===== src/sv/maf_pkg.sv =====
// Shared constants, types and command structs for the moving average filter.
package maf_pkg;

  localparam int WINDOW_MAX   = 64;
  localparam int SAMPLE_W     = 16;
  localparam int CFG_W        = 7;
  localparam int POS_W        = $clog2(WINDOW_MAX);
  localparam int LEN_W        = $clog2(WINDOW_MAX + 1);
  localparam int SUM_W        = SAMPLE_W + POS_W;
  localparam int CNT_W        = $clog2(SUM_W);
  localparam int WINDOW_RESET = 8;
  localparam int ADDR_W       = 2;
  localparam int DATA_W       = 32;

  localparam logic [ADDR_W-1:0] ADDR_WINDOW_LENGTH = 2'd0;

  typedef enum logic [1:0] {
    ST_IDLE,
    ST_UPDATE,
    ST_DIVIDE,
    ST_DONE
  } state_e;

  typedef struct packed {
    logic load;
    logic update;
    logic div_step;
    logic load_out;
  } cmd_t;

  typedef struct packed {
    logic div_last;
  } stat_t;

endpackage


===== src/sv/maf_sample_if.sv =====
// Input channel carrying one signed sample word.
interface maf_sample_if;
  import maf_pkg::*;

  logic                       valid;
  logic                       ready;
  logic signed [SAMPLE_W-1:0] sample;

  modport source (output valid, output sample, input ready);
  modport sink   (input valid, input sample, output ready);
endinterface


===== src/sv/maf_mean_if.sv =====
// Output channel carrying one signed mean word.
interface maf_mean_if;
  import maf_pkg::*;

  logic                       valid;
  logic                       ready;
  logic signed [SAMPLE_W-1:0] mean;

  modport source (output valid, output mean, input ready);
  modport sink   (input valid, input mean, output ready);
endinterface


===== src/sv/maf_ctrl.sv =====
// Sequencer for the filter: load, update, divide and result hand-off.
module maf_ctrl import maf_pkg::*; (
  input  logic  clk_i,
  input  logic  rst_ni,
  input  logic  in_valid_i,
  output logic  in_ready_o,
  output logic  out_valid_o,
  input  logic  out_ready_i,
  input  stat_t stat_i,
  output cmd_t  cmd_o
);

  state_e state_q, state_d;
  logic   out_valid_q, out_valid_d;

  always_ff @(posedge clk_i or negedge rst_ni) begin
    if (!rst_ni) begin
      state_q     <= ST_IDLE;
      out_valid_q <= 1'b0;
    end else begin
      state_q     <= state_d;
      out_valid_q <= out_valid_d;
    end
  end

  always_comb begin
    state_d     = state_q;
    cmd_o       = '0;
    in_ready_o  = 1'b0;
    out_valid_d = out_valid_q && !out_ready_i;
    unique case (state_q)
      ST_IDLE: begin
        in_ready_o = 1'b1;
        if (in_valid_i) begin
          cmd_o.load = 1'b1;
          state_d    = ST_UPDATE;
        end
      end
      ST_UPDATE: begin
        cmd_o.update = 1'b1;
        state_d      = ST_DIVIDE;
      end
      ST_DIVIDE: begin
        cmd_o.div_step = 1'b1;
        if (stat_i.div_last) state_d = ST_DONE;
      end
      ST_DONE: begin
        // hold the quotient until the output register is free
        if (!out_valid_q || out_ready_i) begin
          cmd_o.load_out = 1'b1;
          out_valid_d    = 1'b1;
          state_d        = ST_IDLE;
        end
      end
      default: state_d = ST_IDLE;
    endcase
  end

  assign out_valid_o = out_valid_q;

  a_load_then_update: assert property (@(posedge clk_i) disable iff (!rst_ni)
    cmd_o.load |=> cmd_o.update)
    else $error("update did not follow load");

  a_result_shown: assert property (@(posedge clk_i) disable iff (!rst_ni)
    cmd_o.load_out |=> out_valid_q)
    else $error("loaded result not presented");

  a_single_cmd: assert property (@(posedge clk_i) disable iff (!rst_ni)
    $onehot0({cmd_o.load, cmd_o.update, cmd_o.div_step, cmd_o.load_out}))
    else $error("more than one command at once");

endmodule


===== src/sv/maf_dp.sv =====
// Datapath: sample ring, running sum, radix-2 divider and output register.
module maf_dp import maf_pkg::*; (
  input  logic                       clk_i,
  input  logic                       rst_ni,
  input  logic                       clear_i,
  input  logic [CFG_W-1:0]           window_length_i,
  input  logic signed [SAMPLE_W-1:0] sample_i,
  input  cmd_t                       cmd_i,
  output stat_t                      stat_o,
  output logic signed [SAMPLE_W-1:0] mean_o
);

  logic signed [SAMPLE_W-1:0] ring_mem [WINDOW_MAX];
  logic [WINDOW_MAX-1:0]      valid_q;
  logic signed [SAMPLE_W-1:0] rd_data_q;
  logic signed [SAMPLE_W-1:0] sample_q;
  logic [POS_W-1:0]           pos_q;
  logic signed [SUM_W-1:0]    sum_q;
  logic [SUM_W-1:0]           quo_q;
  logic [LEN_W-1:0]           rem_q;
  logic [CNT_W-1:0]           cnt_q;
  logic                       neg_q;
  logic signed [SAMPLE_W-1:0] mean_q;

  logic [LEN_W-1:0]           len;
  logic [POS_W-1:0]           rd_addr;
  logic [LEN_W-1:0]           pos_inc;
  logic [POS_W-1:0]           pos_next;
  logic signed [SAMPLE_W-1:0] oldest;
  logic signed [SUM_W-1:0]    sum_new;
  logic [SUM_W-1:0]           sum_mag;
  logic [LEN_W:0]             trial;
  logic [LEN_W:0]             diff;
  logic                       ge;
  logic [SUM_W-1:0]           quo_signed;

  // a zero length acts as one, anything above the ring depth as the depth
  always_comb begin
    if (window_length_i == '0) begin
      len = LEN_W'(1);
    end else if (int'(window_length_i) > WINDOW_MAX) begin
      len = LEN_W'(WINDOW_MAX);
    end else begin
      len = LEN_W'(window_length_i);
    end
  end

  assign rd_addr  = (LEN_W'(pos_q) >= len) ? '0 : pos_q;
  assign pos_inc  = LEN_W'(pos_q) + LEN_W'(1);
  assign pos_next = (pos_inc >= len) ? '0 : POS_W'(pos_inc);

  // entries never written since the last clear read as zero
  assign oldest  = valid_q[pos_q] ? rd_data_q : '0;
  assign sum_new = sum_q - {{POS_W{oldest[SAMPLE_W-1]}}, oldest}
                         + {{POS_W{sample_q[SAMPLE_W-1]}}, sample_q};
  assign sum_mag = sum_new[SUM_W-1] ? SUM_W'(-sum_new) : SUM_W'(sum_new);

  assign trial = {rem_q, quo_q[SUM_W-1]};
  assign diff  = trial - {1'b0, len};
  assign ge    = trial >= {1'b0, len};

  assign quo_signed = neg_q ? (~quo_q + SUM_W'(1)) : quo_q;

  always_ff @(posedge clk_i) begin
    if (cmd_i.update) ring_mem[pos_q] <= sample_q;
    if (cmd_i.load) rd_data_q <= ring_mem[rd_addr];
  end

  always_ff @(posedge clk_i or negedge rst_ni) begin
    if (!rst_ni) begin
      valid_q <= '0;
      pos_q   <= '0;
      sum_q   <= '0;
    end else if (clear_i) begin
      valid_q <= '0;
      pos_q   <= '0;
      sum_q   <= '0;
    end else if (cmd_i.load) begin
      pos_q <= rd_addr;
    end else if (cmd_i.update) begin
      valid_q[pos_q] <= 1'b1;
      pos_q          <= pos_next;
      sum_q          <= sum_new;
    end
  end

  always_ff @(posedge clk_i) begin
    if (cmd_i.load) sample_q <= sample_i;
    if (cmd_i.update) begin
      quo_q <= sum_mag;
      rem_q <= '0;
      cnt_q <= '0;
      neg_q <= sum_new[SUM_W-1];
    end else if (cmd_i.div_step) begin
      // shift in one dividend bit, subtract where it fits
      rem_q <= ge ? diff[LEN_W-1:0] : trial[LEN_W-1:0];
      quo_q <= {quo_q[SUM_W-2:0], ge};
      cnt_q <= cnt_q + CNT_W'(1);
    end
    if (cmd_i.load_out) mean_q <= quo_signed[SAMPLE_W-1:0];
  end

  assign stat_o.div_last = (cnt_q == CNT_W'(SUM_W - 1));
  assign mean_o          = mean_q;

  a_pos_in_window: assert property (@(posedge clk_i) disable iff (!rst_ni)
    cmd_i.load |=> (LEN_W'(pos_q) < len))
    else $error("ring position outside window");

  a_div_init: assert property (@(posedge clk_i) disable iff (!rst_ni)
    cmd_i.update |=> (cnt_q == '0 && rem_q == '0))
    else $error("divider not initialised");

  a_rem_below_len: assert property (@(posedge clk_i) disable iff (!rst_ni)
    cmd_i.div_step |=> (rem_q < len))
    else $error("remainder not below divisor");

endmodule


===== src/sv/moving_average_filter_core.sv =====
// Accepts one sample word per item; load, update and divide steps then form the mean
// with the 22-step restoring divider (one quotient bit a cycle), and the hand-off step
// loads it into the output register. Only after that hand-off is a new sample taken.
// The output register lets the next sample word be taken while a mean waits.
// Reset (async, active low) and every window_length write clear the ring valid bits,
// write position and running sum at once; window_length resets to 8.
module moving_average_filter_core import maf_pkg::*; (
  input  logic              clk_i,
  input  logic              rst_ni,
  maf_sample_if.sink        in_i,
  maf_mean_if.source        out_o,
  input  logic              psel,
  input  logic              penable,
  input  logic              pwrite,
  input  logic [ADDR_W-1:0] paddr,
  input  logic [DATA_W-1:0] pwdata,
  output logic [DATA_W-1:0] prdata,
  output logic              pready
);

  logic [CFG_W-1:0] window_length_q;
  logic             reg_sel;
  logic             cfg_wr;
  cmd_t             cmd;
  stat_t            stat;

  assign reg_sel = (paddr == ADDR_WINDOW_LENGTH);
  assign cfg_wr  = psel && penable && pwrite && reg_sel;
  assign pready  = 1'b1;
  assign prdata  = reg_sel ? DATA_W'(window_length_q) : '0;

  always_ff @(posedge clk_i or negedge rst_ni) begin
    if (!rst_ni) begin
      window_length_q <= CFG_W'(WINDOW_RESET);
    end else if (cfg_wr) begin
      window_length_q <= pwdata[CFG_W-1:0];
    end
  end

  maf_ctrl u_ctrl (
    .clk_i       (clk_i),
    .rst_ni      (rst_ni),
    .in_valid_i  (in_i.valid),
    .in_ready_o  (in_i.ready),
    .out_valid_o (out_o.valid),
    .out_ready_i (out_o.ready),
    .stat_i      (stat),
    .cmd_o       (cmd)
  );

  maf_dp u_dp (
    .clk_i           (clk_i),
    .rst_ni          (rst_ni),
    .clear_i         (cfg_wr),
    .window_length_i (window_length_q),
    .sample_i        (in_i.sample),
    .cmd_i           (cmd),
    .stat_o          (stat),
    .mean_o          (out_o.mean)
  );

endmodule

===== src/flat_wrapper.sv =====
// flat-port wrapper written by rule: the top's interface ports become plain ports
module moving_average_filter_core_flat import maf_pkg::*;
  (clk_i, rst_ni, psel, penable, pwrite, paddr, pwdata, prdata, pready, in_i_valid, in_i_sample, in_i_ready, out_o_valid, out_o_mean, out_o_ready);
  maf_sample_if in_i_i ();
  maf_mean_if out_o_i ();
  input  logic clk_i;
  input  logic rst_ni;
  input  logic psel;
  input  logic penable;
  input  logic pwrite;
  input  logic [ADDR_W-1:0] paddr;
  input  logic [DATA_W-1:0] pwdata;
  output logic [DATA_W-1:0] prdata;
  output logic pready;
  input wire logic [$bits(in_i_i.valid)-1:0] in_i_valid;
  input wire logic [$bits(in_i_i.sample)-1:0] in_i_sample;
  output wire logic [$bits(in_i_i.ready)-1:0] in_i_ready;
  output wire logic [$bits(out_o_i.valid)-1:0] out_o_valid;
  output wire logic [$bits(out_o_i.mean)-1:0] out_o_mean;
  input wire logic [$bits(out_o_i.ready)-1:0] out_o_ready;
  assign in_i_i.valid = in_i_valid;
  assign in_i_i.sample = in_i_sample;
  assign in_i_ready = in_i_i.ready;
  assign out_o_valid = out_o_i.valid;
  assign out_o_mean = out_o_i.mean;
  assign out_o_i.ready = out_o_ready;
  moving_average_filter_core u_core (.clk_i(clk_i), .rst_ni(rst_ni), .in_i(in_i_i), .out_o(out_o_i), .psel(psel), .penable(penable), .pwrite(pwrite), .paddr(paddr), .pwdata(pwdata), .prdata(prdata), .pready(pready));
endmodule

===== config.mk =====
export PLATFORM = sky130hd
export DESIGN_NAME = moving_average_filter_core_flat
export DESIGN_NICKNAME = d
export VERILOG_FILES = /design/src/sv/maf_pkg.sv /design/src/sv/maf_sample_if.sv /design/src/sv/maf_mean_if.sv /design/src/sv/maf_ctrl.sv /design/src/sv/maf_dp.sv /design/src/sv/moving_average_filter_core.sv /design/src/flat_wrapper.sv
export SDC_FILE = /design/constraint.sdc
export NUM_CORES = 2
export LEC_CHECK = 0
export BUFFER_PORTS_ARGS = -buffer_cell sky130_fd_sc_hd__clkbuf_2
export CAP_MARGIN = 10
export CORE_MARGIN = 8
export CORE_UTILIZATION = 57
export DETAILED_ROUTE_END_ITERATION = 12
export GPL_TIMING_DRIVEN = 1
export HOLD_SLACK_MARGIN = 0.03
export PLACE_DENSITY_LB_ADDON = 0.25
export SYNTH_ARGS = -nofsm -noshare
export SYNTH_HDL_FRONTEND = slang
export SYNTH_HIERARCHICAL = 1
export SYNTH_SLANG_ARGS = --single-unit

===== constraint.sdc =====
create_clock -name clk_i -period 12.7 [get_ports clk_i]
set_input_delay 1.905 -clock clk_i [delete_from_list [all_inputs] [get_ports clk_i]]
set_output_delay 1.905 -clock clk_i [all_outputs]
set_load 0.01 [all_outputs]

==> metrics.yaml <==
layout-drive-gt1-share: 0.133
tritoncts: "done"
ys_dominant_reg_cell: "sky130_fd_sc_hd__edfxtp_1"
timing.final.max_slew_violations: 0
rsz_0062_raised_after_global_routing: "false"
p_switching_mw: 5.30
drt.antenna.violating_nets: 0
p_leak_nw: 19.1
holdPathEnd: "u_core/u_dp/sum_q[16]"
clock_path_buffers: 3
nFillCells: 6360
comb_power_share: 0.404
relSlewSlack: 0.107
drc: 0
path_class: "reg2reg"
worstMarginPinSlew_ns: 1.32
synth.avg_cell_area_um2: 14.7
nNetsFinal: 3709
final.setup_skew_ns: 0.0321
critical-path-slowest-cell: "sky130_fd_sc_hd__dfrtp_4"
maxCapViolations: 0
area_used_by_multi_input_combinational_logic_mm2: 0.0145
ff_latch_area_mm2: 0.0357
initial_antenna_violation_count: 1
grt-ovfl-total: 0
hpwl_mm: 74.7
wl_per_cell_um: 26.6
post_cts_resize_count: 0
totalWireLength_mm: 129
die_height_um: 317
r2r-start: "u_core/u_dp/pos_q[0]"
floorplan.initialDensity: 0.575
slowest_delay_ns: 0.95
synth-async-reset-ratio: 0.0844
reg2reg_slack_ns: 4.00
via_count: 31240
power.switching_fraction: 0.372
ys_seq_area_frac: 0.691
report.final.hold_viol_count: 0
synth_seq_cells: 1209
critPathBufInv: 3
top_level_ports: 108
post-route-util: 0.637
buffers_inserted_by_post_cts_timing_repair: 0
post_synthesis_cell_area_mm2: 0.0516
route.detailed.vias_per_inst: 6.43
clkSinkCount: 1209
power_density_mw_per_mm2: 249
cts_made_buffers: 118
timing.critical_path.from: "u_core/u_dp/pos_q[0]"
power_report.internal_total_mw: 8.97
grt_first_pass_wirelength_mm: 193
die_x_um: 317
setup_violations: 0
worstPathArrival_ns: 9.14
core-area_mm2: 0.0899
power_after_layout_mw: 14.3
min_from: "u_core/u_dp/sum_q[16]"
critical_path_peak_fanout: 67
finalWorstPathRequiredPeriod_ns: 8.70
worst_setup_path_start_kind: "register"
endpoint_kind: "register"
synthDistinctLibCells: 92
hp_class: "reg2reg"
clk_pin_slew_ns: 0.06
portBuffers: 56
clkPwrFrac: 0.248
grt_usage: 0.255
synth_enable_flop_cells: 1095
timing.critical_path.cells: "buf_4, buf_4, mux4_2, o21ai_0, a21oi_1, nor2_1, nand3_1, and2_1, fa_1, inv_1, ha_1, nand2_2, o21ai_0, o31ai_1, a311oi_2, a311oi_2, xor2_2, a31oi_1, xnor2_1, mux2_2"
cts-hold-fix-buffers: 0
largest_net_degree_at_the_start_of_global_routing: 151
hold_depth: 2
die_footprint_mm2: 0.100
endpoint_of_the_worst_slack_reg_to_reg_timing_path: "u_core/u_dp/quo_q[19]"
rr_worst_depth: 20
placed_cells: 4633
critPathRequiredTime_ns: 13.13
area_growth_syn_to_layout_pct: 10.9
grt_pass1_vias: 31501
cts_root_buf: "sky130_fd_sc_hd__clkbuf_16"
ir_drop_mv: 0.214
detail_route.iter0.violations: 3490
worstSkewPairLatency_ns: 0.71
cts-htree-levels: 3
maxClockFrequency_mhz: 115
fin_cells: 4859
min_period_over_period: 0.685
syn_inst: 3511
totalNegativeSetupSlack_ns: 0
ys_warn_count: 6
core.rowCount: 110
outcome: "finished clean"
firstDrtPassIters: 6
timing.critical_path.max_delay_family: "compound AO/OA/AOI/OAI gates"
place.gp.congestion: 0.897
power.share.sequential: 0.348
-- final cells by class --
| class | count | share of cell area |
|---|---|---|
| Tap cell | 1176 | 0.0257 |
| Sequential cell | 1209 | 0.623 |
| Multi-Input combinational cell | 1944 | 0.253 |
| Inverter | 134 | 0.00878 |
| Antenna cell | 2 | 0.0000874 |
| Timing Repair Buffer | 170 | 0.0205 |
| Clock buffer | 158 | 0.0556 |
| Clock inverter | 66 | 0.0136 |
-- routing by layer --
metal	global-route usage	vias up	wire, um
met5	0	-	0
met3	0.0472	304	11100
li1	-	13729	-
met1	0.334	15726	50800
met2	0.417	1481	61300
met4	0.111	0	5960
-- sequential cells by signal, indices dropped and copies added, names as in the netlist, 2 cells and up --
| name | count |
|---|---|
| u_core/u_ctrl/state_q | 2 |
| u_core/u_dp/cnt_q | 5 |
| u_core/u_dp/mean_o | 16 |
| u_core/u_dp/pos_q | 6 |
| u_core/u_dp/quo_q | 22 |
| u_core/u_dp/rd_data_q | 16 |
| u_core/u_dp/rem_q | 7 |
| u_core/u_dp/ring_mem | 1024 |
| u_core/u_dp/sample_q | 16 |
| u_core/u_dp/sum_q | 22 |
| u_core/u_dp/valid_q | 64 |
| u_core/window_length_q | 7 |
-- worst max-delay path by stage --
| stage | endpoint | slack (ns) | cells after the start |
|---|---|---|---|
| 2_1_floorplan | u_core/u_dp/quo_q[14] | 7.38 | 24 |
| 3_3_place_gp | u_core/u_dp/quo_q[8] | 4.22 | 20 |
| 3_5_place_dp | u_core/u_dp/quo_q[19] | 4.14 | 20 |
| 4_1_cts | u_core/u_dp/quo_q[19] | 4.10 | 20 |
| 5_1_grt | u_core/u_dp/quo_q[8] | 3.50 | 20 |
| 6_report | u_core/u_dp/quo_q[19] | 4.00 | 20 |
-- synthesized netlist by cell type (all sizes together) (43+ instances only) --
library cell	count	area, um^2
nor2	270	1020
mux2i	221	2210
edfxtp	1095	32900
nand2b	68	425
inv	131	492
nor3b	92	691
clkbuf	138	518
nand2	84	320
o21ai	139	696
mux2	43	488
o221ai	66	591
a21oi	132	668
a211oi	131	1000
ha	53	663
buf	110	618
o22ai	87	544
dfrtp	101	2530
-- power by group through the flow --
stage / logic (mW) / registers, mW / clock network [mW]
finish: 5.76 / 4.97 / 3.54
global route: 6.30 / 4.99 / 3.74
CTS: 5.72 / 4.97 / 3.58
detailed placement: 5.68 / 5.05 / 0
global placement: 5.56 / 5.04 / 0
floorplan: 4.28 / 5.03 / 0
-- logic make-up after synthesis --
kind of cell	share of synthesized area
mux	0.0684
buf+inv	0.0317
flops	0.691
other cells	0.000145
compound gates	0.109
xor+xnor	0.00967
fa+ha+maj	0.0214
simple gates	0.0685
-- layout by cell type, fill, tap and decap left out, drive strengths merged, types with 53 or more instances in the layout --
master	Yosys	final
edfxtp	1095	1095
nor2	270	270
mux2i	221	221
clkbuf	138	213
o21ai	139	139
a21oi	132	132
inv	131	132
a211oi	131	131
buf	110	115
dfrtp	101	101
nor3b	92	92
o22ai	87	87
nand2	84	84
nand2b	68	68
o221ai	66	66
ha	53	53
-- worst min-delay path: cells and delay by family (launching register included) --
kind / cells / cell delay, ns
AO/OA/AOI/OAI: 1 / 0.06
flip-flops: 1 / 0.34
AND/OR/NAND/NOR: 1 / 0.05
-- per-stage QoR --
stage	setup slack, ns	hold WS [ns]	instance area (um^2)
floorplan	7.38	0.450	51700
global placement	4.22	0.463	53300
detailed placement	4.14	0.475	53300
CTS	4.10	0.488	57300
global route	3.50	0.514	57300
finish	4.00	0.488	57300
Power figures use the tool's default switching activity.
